## config.mk

```make
export PLATFORM = sky130hd
export DESIGN_NAME = dmhq_ctrl
export DESIGN_NICKNAME = d
export VERILOG_FILES = /design/src/rtl/dmhq_pkg.sv /design/src/rtl/dmhq_ctrl.sv
export SDC_FILE = /design/constraint.sdc
export NUM_CORES = 1
export LEC_CHECK = 0
export ABC_AREA = 1
export BUFFER_PORTS_ARGS = -buffer_cell sky130_fd_sc_hd__buf_2
export CAP_MARGIN = 10
export CORE_MARGIN = 2
export CORE_UTILIZATION = 30
export CTS_CLUSTER_DIAMETER = 200
export DETAILED_ROUTE_END_ITERATION = 8
export MAX_ROUTING_LAYER = met4
export SLEW_MARGIN = 30
export SYNTH_ARGS = -nofsm -noshare
export SYNTH_HDL_FRONTEND = slang
export SYNTH_SLANG_ARGS = --single-unit
```

## constraint.sdc

```tcl
create_clock -name clk -period 16.9 [get_ports clk]
set_input_delay 3.38 -clock clk [delete_from_list [all_inputs] [get_ports clk]]
set_output_delay 3.38 -clock clk [all_outputs]
set_load 0.1 [all_outputs]
```

## src/rtl/dmhq_pkg.sv

```systemverilog
// ----------------------------------------------------------------------------
// dmhq_pkg
// shared types and constants of the d-ary min-heap queue
// ----------------------------------------------------------------------------
package dmhq_pkg;

  localparam int ARITY    = 4;
  localparam int CAPACITY = 4096;
  localparam int ADDR_W   = $clog2(CAPACITY);
  localparam int CNT_W    = ADDR_W + 1;
  localparam int ENTRY_W  = 16 + 32 + 32 + 16;

  localparam logic [1:0] ST_OK    = 2'd0;
  localparam logic [1:0] ST_EMPTY = 2'd1;
  localparam logic [1:0] ST_FULL  = 2'd2;

  typedef struct packed {
    logic [15:0] node;
    logic [31:0] key;
    logic [31:0] cost;
    logic [15:0] parent;
  } entry_t;

  // memory port bundle
  typedef struct packed {
    logic              rd_en;
    logic [ADDR_W-1:0] rd_addr;
    logic              wr_en;
    logic [ADDR_W-1:0] wr_addr;
    entry_t            wr_data;
  } mem_req_t;

endpackage

```

## src/rtl/dmhq_ctrl.sv

```systemverilog
// ----------------------------------------------------------------------------
// dmhq_ctrl
// sift-up and sift-down sequencer over the heap memory
// ----------------------------------------------------------------------------
module dmhq_ctrl (
  input  logic                       clk,
  input  logic                       rst,
  input  logic                       in_valid,
  output logic                       in_ready,
  input  logic                       in_mode,
  input  dmhq_pkg::entry_t           in_entry,
  output logic                       res_valid,
  input  logic                       res_ready,
  output logic [1:0]                 res_status,
  output dmhq_pkg::entry_t           res_entry,
  output logic [dmhq_pkg::CNT_W-1:0] res_count,
  output dmhq_pkg::mem_req_t         mreq,
  input  dmhq_pkg::entry_t           mrd
);

  localparam int AW = dmhq_pkg::ADDR_W;
  localparam int CW = dmhq_pkg::CNT_W;
  localparam int KW = $clog2(dmhq_pkg::ARITY + 1);

  typedef enum logic [8:0] {
    S_IDLE   = 9'b000000001,
    S_UPRD   = 9'b000000010,
    S_UPCMP  = 9'b000000100,
    S_POPRD  = 9'b000001000,
    S_LASTRD = 9'b000010000,
    S_LASTW  = 9'b000100000,
    S_CHRD   = 9'b001000000,
    S_CHCMP  = 9'b010000000,
    S_OUT    = 9'b100000000
  } state_t;

  state_t            state;
  logic [CW-1:0]     count;
  dmhq_pkg::entry_t  moving;          // entry being sifted
  logic [AW-1:0]     pos;             // hole position
  logic [AW-1:0]     up;              // parent of hole
  logic [CW+2:0]     first;           // first child, wide to avoid wrap
  logic [KW-1:0]     ch;              // child offset being read
  logic [KW-1:0]     nch;             // children present
  logic              best_vld;
  logic [AW-1:0]     best_addr;
  dmhq_pkg::entry_t  best;

  logic [CW+2:0]     first_calc;
  logic [CW+2:0]     remain;

  // best child so far, folded with the child whose data arrives this cycle
  logic              take;
  logic              cand_vld;
  dmhq_pkg::entry_t  cand;
  logic [AW-1:0]     cand_addr;
  logic              sink_move;

  assign in_ready = (state == S_IDLE) && !res_valid;
  assign first_calc = (CW+3)'(pos) * (CW+3)'(dmhq_pkg::ARITY) + (CW+3)'(1);
  assign remain = (CW+3)'(count) - first_calc;

  assign take      = (ch != '0) && (!best_vld || mrd.key < best.key);
  assign cand_vld  = best_vld || (ch != '0);
  assign cand      = take ? mrd : best;
  assign cand_addr = take ? AW'(first + (CW+3)'(ch) - (CW+3)'(1)) : best_addr;
  assign sink_move = cand_vld && (cand.key < moving.key);

  // memory request
  always_comb begin
    mreq = '0;
    mreq.wr_data = moving;
    case (state)
      S_IDLE: begin
        if (in_valid && in_ready && in_mode && count != '0) begin
          mreq.rd_en = 1'b1;
          mreq.rd_addr = '0;
        end
      end
      S_UPRD: begin
        mreq.rd_en = 1'b1;
        mreq.rd_addr = up;
      end
      S_UPCMP: begin
        mreq.wr_en = 1'b1;
        mreq.wr_addr = pos;
        if (pos != '0 && moving.key < mrd.key) mreq.wr_data = mrd;
        else mreq.wr_data = moving;
      end
      S_POPRD: begin
        mreq.rd_en = 1'b1;
        mreq.rd_addr = AW'(count - CW'(1));
      end
      S_CHRD: begin
        mreq.rd_en = 1'b1;
        mreq.rd_addr = AW'(first + (CW+3)'(ch));
      end
      S_CHCMP: begin
        if (ch == nch) begin
          mreq.wr_en = 1'b1;
          mreq.wr_addr = pos;
          mreq.wr_data = sink_move ? cand : moving;
        end else begin
          mreq.rd_en = 1'b1;
          mreq.rd_addr = AW'(first + (CW+3)'(ch));
        end
      end
      default: ;
    endcase
  end

  // sequencer
  always_ff @(posedge clk) begin
    if (rst) begin
      state <= S_IDLE;
      count <= '0;
      res_valid <= 1'b0;
    end else begin
      if (res_valid && res_ready) res_valid <= 1'b0;
      case (state)
        S_IDLE: begin
          if (in_valid && in_ready) begin
            res_entry <= '0;
            if (!in_mode) begin
              if (count >= CW'(dmhq_pkg::CAPACITY)) begin
                res_status <= dmhq_pkg::ST_FULL;
                res_count <= count;
                res_valid <= 1'b1;
              end else begin
                res_status <= dmhq_pkg::ST_OK;
                moving <= in_entry;
                pos <= AW'(count);
                up <= AW'((count - CW'(1)) / CW'(dmhq_pkg::ARITY));
                count <= count + CW'(1);
                state <= S_UPRD;
              end
            end else if (count == '0) begin
              res_status <= dmhq_pkg::ST_EMPTY;
              res_count <= count;
              res_valid <= 1'b1;
            end else begin
              res_status <= dmhq_pkg::ST_OK;
              state <= S_POPRD;
            end
          end
        end
        S_UPRD: state <= S_UPCMP;
        S_UPCMP: begin
          if (pos != '0 && moving.key < mrd.key) begin
            pos <= up;
            up <= AW'((up - AW'(1)) / AW'(dmhq_pkg::ARITY));
            state <= S_UPRD;
          end else begin
            state <= S_OUT;
          end
        end
        S_POPRD: begin
          res_entry <= mrd;
          count <= count - CW'(1);
          state <= S_LASTRD;
        end
        S_LASTRD: begin
          moving <= mrd;
          pos <= '0;
          state <= S_LASTW;
        end
        S_LASTW: begin
          // next level setup
          first <= first_calc;
          ch <= '0;
          best_vld <= 1'b0;
          if (first_calc >= (CW+3)'(count)) begin
            state <= S_CHCMP;
            nch <= '0;
          end else begin
            nch <= (remain > (CW+3)'(dmhq_pkg::ARITY)) ? KW'(dmhq_pkg::ARITY)
                                                        : KW'(remain);
            state <= S_CHRD;
          end
        end
        S_CHRD: begin
          ch <= ch + KW'(1);
          state <= S_CHCMP;
        end
        S_CHCMP: begin
          if (ch == nch) begin
            if (sink_move) begin
              pos <= cand_addr;
              state <= S_LASTW;
            end else begin
              state <= S_OUT;
            end
          end else begin
            ch <= ch + KW'(1);
          end
          if (take) begin
            best_vld <= 1'b1;
            best <= mrd;
            best_addr <= cand_addr;
          end
        end
        S_OUT: begin
          res_count <= count;
          res_valid <= 1'b1;
          state <= S_IDLE;
        end
        default: state <= S_IDLE;
      endcase
    end
  end

endmodule

```

==> summary.md, run 1 <==
| Metric | Value |
|---|---|
| Area fraction of the dominant cell type after synthesis | `0.455` |
| Synth area leaders | `edfxtp_1, nand2_1, inv_1` |
| Area of the mapped netlist | `23,400 µm²` |
| Highest Clock Rate | `74.4 MHz` |
| R2r worst-path depth | `19` |
| Minimum clock period | `13,440 ps` |
| Top-count cell post-synth | `nand2_1` |
| Global-route wire length before repair | `128,000 µm` |
| Final Cycle Share | `0.795` |
| Clock sink total | `378` |
| Core area | `77,300 µm²` |
| Clock buffer depth | `3` |
| Lkg Pwr | `12.7 nW` |
| Crit path max-delay family | `compound AO/OA/AOI/OAI gates` |
| Post-synth top flop | `edfxtp_1` |
| Clock Latency Late Sink | `590 ps` |
| Routed WL | `86,300 µm` |
| CP arrival | `10,060 ps` |
| Num ports | `432` |
| Finished Cell Area | `28,200 µm²` |
| Starting density of the core | `0.303` |
| Die height | `283 µm` |
| Num rows | `102` |
| Worst r2r src | `best[65]$_DFFE_PP_` |
| Worst path bufs/invs | `5` |
| Pwr per Cell Area | `155 nW/µm²` |
| Max-cap viol count | `0` |
| Die X | `283 µm` |
| R2R Setup Slk | `11,140 ps` |
| Hold path cells | `0` |
| CTS resizes | `0` |
| Die footprint | `80,300 µm²` |
| Cell taking the most area after synthesis | `edfxtp_1` |
| Drt initial violations | `1,994` |
| CTS tree | `done` |
| Hold path startpoint | `pos[5]$_DFFE_PP_` |
| Total track usage | `0.214` |
| # fillers | `8,163` |
| Avg Inst Size Synth | `8.20 µm²` |
| CP Class | `input port to primary output` |
| Slew HR | `0.338` |
| Clock transition at path regs | `60 ps` |
| Largest net degree at the start of global routing | `103` |
| Vias in the first global route | `20,300` |
| Commonest cells post-synth | `nand2_1, inv_1, edfxtp_1` |
| Final Skew | `26.1 ps` |
| DRT antenna net count | `0` |
| YS warnings | `0` |
| Top cell by count, worst path | `nand2_1` |
| Ys async rst share | `0` |
| Placed inst area | `26,600 µm²` |
| Outcome | `finished, final reports clean` |
| Req. time, crit path | `13,520 ps` |
| Worst flop-to-flop path endpoint | `pos[3]$_DFFE_PP_` |
| GRT overflow | `0` |
| CP max FO | `102` |
| Slew @ Worst Pin | `993 ps` |
| Logic pwr share | `0.445` |
| Post-synthesis cell count | `2,855` |
| H-tree depth | `2` |
| Crit start category | `input port` |
| Peak VDD IR | `0.0873 mV` |
| Layout cell share with drive strength beyond 1 | `0.191` |
| Sequential power share | `0.316` |
| Unrepaired setup endpoints after global routing | `no` |
| Sw Share | `0.490` |
| Area growth syn-to-layout | `20.2%` |
| Syn nets | `3,163` |
| Final Net Count | `3,515` |
| Clock group share of total power | `0.238` |
| Wirelength per Cell | `20.1 µm` |
| Placer Congestion | `0.917` |
| Total setup buffers inserted after CTS | `0` |
| Flops & latches, synth | `378` |
| Initial antenna violation count | `12` |
| Internal power | `2.23 mW` |
| Worst setup EP type | `primary output` |
| P_sw | `2.14 mW` |
| EDFF count, synth | `355` |
| Root Buffer | `clkbuf_16` |
| Hold Vio Cnt, Final | `0` |
| CTS buffer count | `48` |
| Worst min-delay path endpoint | `first[7]$_DFFE_PP_` |
| Pre-antenna DRT Iters | `5` |
| Sequential share of the synthesized area | `0.475` |
| Worst path max stage delay | `540 ps` |
| # hold bufs at CTS | `0` |
| DRC viols | `0` |
| Via-to-Cell Ratio | `5.03` |
| Post-DP HPWL | `60,700 µm` |
| CP max-delay cell | `buf_4` |
| Vias | `21,600` |
| Critical-path cell list | `buf_2 > ha_1 > a21oi_1 > o21ai_0 > nand2_1 > nand3_1 > a21oi_1 > nand2_1 > nand2_1 > nand2_8 > o21ai_0 > ha_1 > a21oi_1 > o21ai_0 > a2111oi_4 > buf_4 > buf_4 > nand3_4 > buf_4 > nand2_1 > nand3_1 > nand3_1 > buf_2` |
| Post-route setup TNS | `0 ps` |
| Worst hold path class | `flip-flop to flip-flop` |
| PortBufs | `431` |
| Distinct cells, synth | `47` |
| Max-slew violations | `0` |
| Final setup viols | `0` |
cell families (layout without fill, tap and decap cells):
kind of cell	Yosys count	after routing	share of synthesized area
AND/OR/NAND/NOR	1196	1196	0.222
buffers and inverters	611	1001	0.101
AO/OA/AOI/OAI	518	518	0.128
flip-flops	378	378	0.475
adder cells (fa/ha/maj)	111	111	0.0593
XOR/XNOR	41	41	0.0153
other	0	10	0
registers in the layout, summed over array words and instances, names as in the netlist, 2 cells and up:
| register | cells |
|---|---|
| nch | 3 |
| state | 9 |
| best_addr | 12 |
| pos | 12 |
| best | 96 |
| ch | 3 |
| first | 10 |
| moving | 96 |
| res_count | 13 |
| up | 11 |
| count | 13 |
| res_entry | 96 |
| res_status | 2 |
stage by stage:
step                cells  setup slack (ps)   util  total power [mW]  hold slack, ps
floorplan            2855              5510      -              2.89             435
global placement     4196              3350  0.343              3.33             476
detailed placement   4197              3580  0.344              3.34             478
CTS                  4285              3570  0.364              4.39             492
global route         4294              3130  0.364              4.58             502
finish               4295              3460  0.364              4.37             501
power groups by stage:
stage                     Sequential, mW  Clock [mW]  Combinational [mW]
final                               1.38        1.04                1.95
after global routing                1.40        1.10                2.08
after CTS                           1.38        1.07                1.95
after detailed placement            1.40           0                1.94
after global placement              1.40           0                1.93
after floorplan                     1.74           0                1.16
metal layers:
metal,GRT usage,vias to the layer above,wire [µm]
met3,0.0434,138,7240
met1,0.285,10200,37600
met5,-,-,0
met2,0.323,877,38800
li1,-,10400,-
met4,0.0701,0,2640
final cells by class:
| type | count | area (µm²) | share of cell area |
|---|---|---|---|
| Antenna cell | 10 | 25.0 | 0.000889 |
| Clock buffer | 62 | 1280 | 0.0456 |
| Clock inverter | 26 | 262 | 0.00929 |
| Inverter | 457 | 1720 | 0.0612 |
| Multi-Input combinational cell | 1866 | 10100 | 0.358 |
| Sequential cell | 378 | 11100 | 0.395 |
| Tap cell | 1040 | 1300 | 0.0462 |
| Timing Repair Buffer | 456 | 2370 | 0.0841 |
layout by cell type, fill, tap and decap left out, types with 24 or more instances in the layout:
master     instances
a21oi_1          110
a221oi_1          48
buf_2            431
clkbuf_16         49
edfxtp_1         355
ha_1             111
inv_1            447
nand2_1          526
nand3_1          239
nand4_1           63
nor2_1           249
nor3_1            24
o211ai_1          27
o21ai_0          277
or2_2             68
xor2_1            27
worst max path at each step:
stage,end,start,cells past startpoint,slack (ps)
finish,mreq[54],mrd[65],23,3460
global route,mreq[53],mrd[65],23,3130
CTS,mreq[54],mrd[65],23,3570
detailed placement,mreq[54],mrd[65],23,3580
global placement,mreq[54],mrd[65],23,3350
floorplan,mreq[0],mrd[59],24,5510
Power figures use the tool's default switching activity.
==> run 2, diff against run 1 <==
- clock period: 16.9 -> 11.02 ns (I/O delays scaled with it)
==> run 2 against run 1 <==
Power up 63%. Critical path depth up 3. Design area up 3.9%. Via count up 0.96%. Sequential power up 54%. Sequential share of layout area down 1.5 points. Cell count up 0.28%. Global-route usage up 0.14 points.
==> summary.md, run 2 (synthesis gave the netlist of run 1 again) <==
| Metric | Value |
|---|---|
| Routed WL | `87,000 µm` |
| Minimum clock period | `9780 ps` |
| Worst r2r src | `best[65]$_DFFE_PP_` |
| Highest Clock Rate | `102 MHz` |
| Worst setup EP type | `primary output` |
| # fillers | `7,963` |
| Max-cap viol count | `0` |
| WL met1 | `37,700 µm` |
| Vias in the first global route | `20,600` |
| Clock Latency Late Sink | `590 ps` |
| Clock buffer depth | `3` |
| Slew @ Worst Pin | `990 ps` |
| Post-layout instance count excluding filler cells | `4,307` |
| Max-slew violations | `0` |
| Via-to-Cell Ratio | `5.06` |
| Core area | `77,300 µm²` |
| Biggest regs | `best: 96 flops, moving: 96 flops, res_entry: 96 flops` |
| DRT antenna net count | `0` |
| Final Cycle Share | `0.887` |
| GRT overflow | `0` |
| Crit path max-delay family | `compound AO/OA/AOI/OAI gates` |
| CTS buffer count | `49` |
| Top cell by count, worst path | `nand2_1` |
| DRC viols | `0` |
| Lkg Pwr | `13.1 nW` |
| Sequential power share | `0.298` |
| Area growth syn-to-layout | `24.8%` |
| CTS tree | `done` |
| Clock group share of total power | `0.256` |
| Worst min-delay path endpoint | `first[7]$_DFFE_PP_` |
| Post-route setup TNS | `0 ps` |
| Hold Vio Cnt, Final | `0` |
| Die height | `283 µm` |
| Vias | `21,800` |
| Final Skew | `20.9 ps` |
| Starting density of the core | `0.303` |
| Worst path bufs/invs | `4` |
| Slew HR | `0.340` |
| Total track usage | `0.215` |
| CP max-delay cell | `a2111oi_4` |
| Unrepaired setup endpoints after global routing | `no` |
| Wirelength per Cell | `20.2 µm` |
| Most common cell after layout, fill and taps aside | `nand2_1` |
| CP max FO | `48` |
| Num ports | `432` |
| CP Class | `input port to primary output` |
| Pwr per Cell Area | `243 nW/µm²` |
| Seq. cell area | `11,100 µm²` |
| Drt initial violations | `1,994` |
| Placer Congestion | `0.965` |
| Clock transition at path regs | `60 ps` |
| Worst path max stage delay | `470 ps` |
| Total setup buffers inserted after CTS | `0` |
| Hold path cells | `0` |
| Post-DP HPWL | `60,800 µm` |
| Highest-count cells in the layout ignoring fill and taps | `nand2_1, inv_1, buf_2` |
| Global-route wire length before repair | `129,000 µm` |
| Final Net Count | `3,521` |
| Initial antenna violation count | `17` |
| Clock sink total | `378` |
| Internal power | `3.77 mW` |
| PortBufs | `431` |
| Hold path startpoint | `pos[5]$_DFFE_PP_` |
| Metal2 WL | `39,600 µm` |
| Pre-antenna DRT Iters | `6` |
| Num rows | `102` |
| Multi-input gate area | `10,100 µm²` |
| Worst flop-to-flop path endpoint | `pos[10]$_DFFE_PP_` |
| Root Buffer | `clkbuf_16` |
| Die footprint | `80,300 µm²` |
| Sw Share | `0.470` |
| Die X | `283 µm` |
| # hold bufs at CTS | `0` |
| Top layer in use | `met4` |
| Detail Route met3 WL | `7270 µm` |
| Final setup viols | `0` |
| P_sw | `3.34 mW` |
| Req. time, crit path | `8820 ps` |
| Layout cell share with drive strength beyond 1 | `0.196` |
| R2r worst-path depth | `24` |
| CP arrival | `7570 ps` |
| Outcome | `finished, final reports clean` |
| CTS resizes | `0` |
| H-tree depth | `2` |
| Inst Count DP | `4,202` |
| R2R Setup Slk | `5540 ps` |
| Logic pwr share | `0.446` |
| Worst hold path class | `flip-flop to flip-flop` |
| Largest net degree at the start of global routing | `96` |
| Crit start category | `input port` |
| Peak VDD IR | `0.217 mV` |
[run 2: worst max-delay path by stage]
stage | depth (start not counted) | endpoint | slack (ps) | start
finish | 26 | mreq[81] | 1240 | mrd[65]
global route | 26 | mreq[57] | 900 | mrd[65]
CTS | 26 | mreq[81] | 1270 | mrd[65]
detailed placement | 26 | mreq[81] | 1300 | mrd[65]
global placement | 26 | mreq[81] | 1180 | mrd[65]
floorplan | 24 | mreq[13] | 1980 | mrd[59]
[run 2: final cells by class]
type                    instances  area share
diodes                         15     0.00128
clock buffers                  63      0.0455
clock inverters                27      0.0160
inverters                     457      0.0588
multi-input cells            1866       0.344
flip-flops and latches        378       0.380
well taps                    1040      0.0445
repair buffers                461       0.110
[run 2: stage by stage]
| stage | hold WS, ps | instance area [µm²] | total power [mW] | setup slack (ps) | util |
|---|---|---|---|---|---|
| 5_1_grt | 520 | 29200 | 7.41 | 902 | 0.378 |
| 2_1_floorplan | 435 | 23400 | 4.44 | 1980 | - |
| 6_report | 509 | 29200 | 7.11 | 1240 | 0.378 |
| 4_1_cts | 506 | 29200 | 7.14 | 1270 | 0.378 |
| 3_3_place_gp | 482 | 27300 | 5.28 | 1180 | 0.353 |
| 3_5_place_dp | 487 | 27400 | 5.30 | 1300 | 0.354 |
[run 2: power groups by stage]
stage	clock network (mW)	logic, mW	registers, mW
5_1_grt	1.90	3.36	2.14
3_5_place_dp	0	3.16	2.14
2_1_floorplan	0	1.77	2.66
6_report	1.82	3.17	2.12
4_1_cts	1.85	3.17	2.11
3_3_place_gp	0	3.15	2.13
[run 2: worst register-to-register path: cells and delay by family, from the launching register on]
kind / cells / cell delay (ps)
AO/OA/AOI/OAI: 9 / 2120
AND/OR/NAND/NOR: 10 / 1420
adder cells (fa/ha/maj): 2 / 560
buffers and inverters: 3 / 620
flip-flops: 1 / 390
[run 2: layer usage]
layer	GRT usage	vias to the layer above
li1	-	10400
met3	0.0473	127
met4	0.0690	0
met2	0.331	920
met1	0.281	10400
met5	-	-
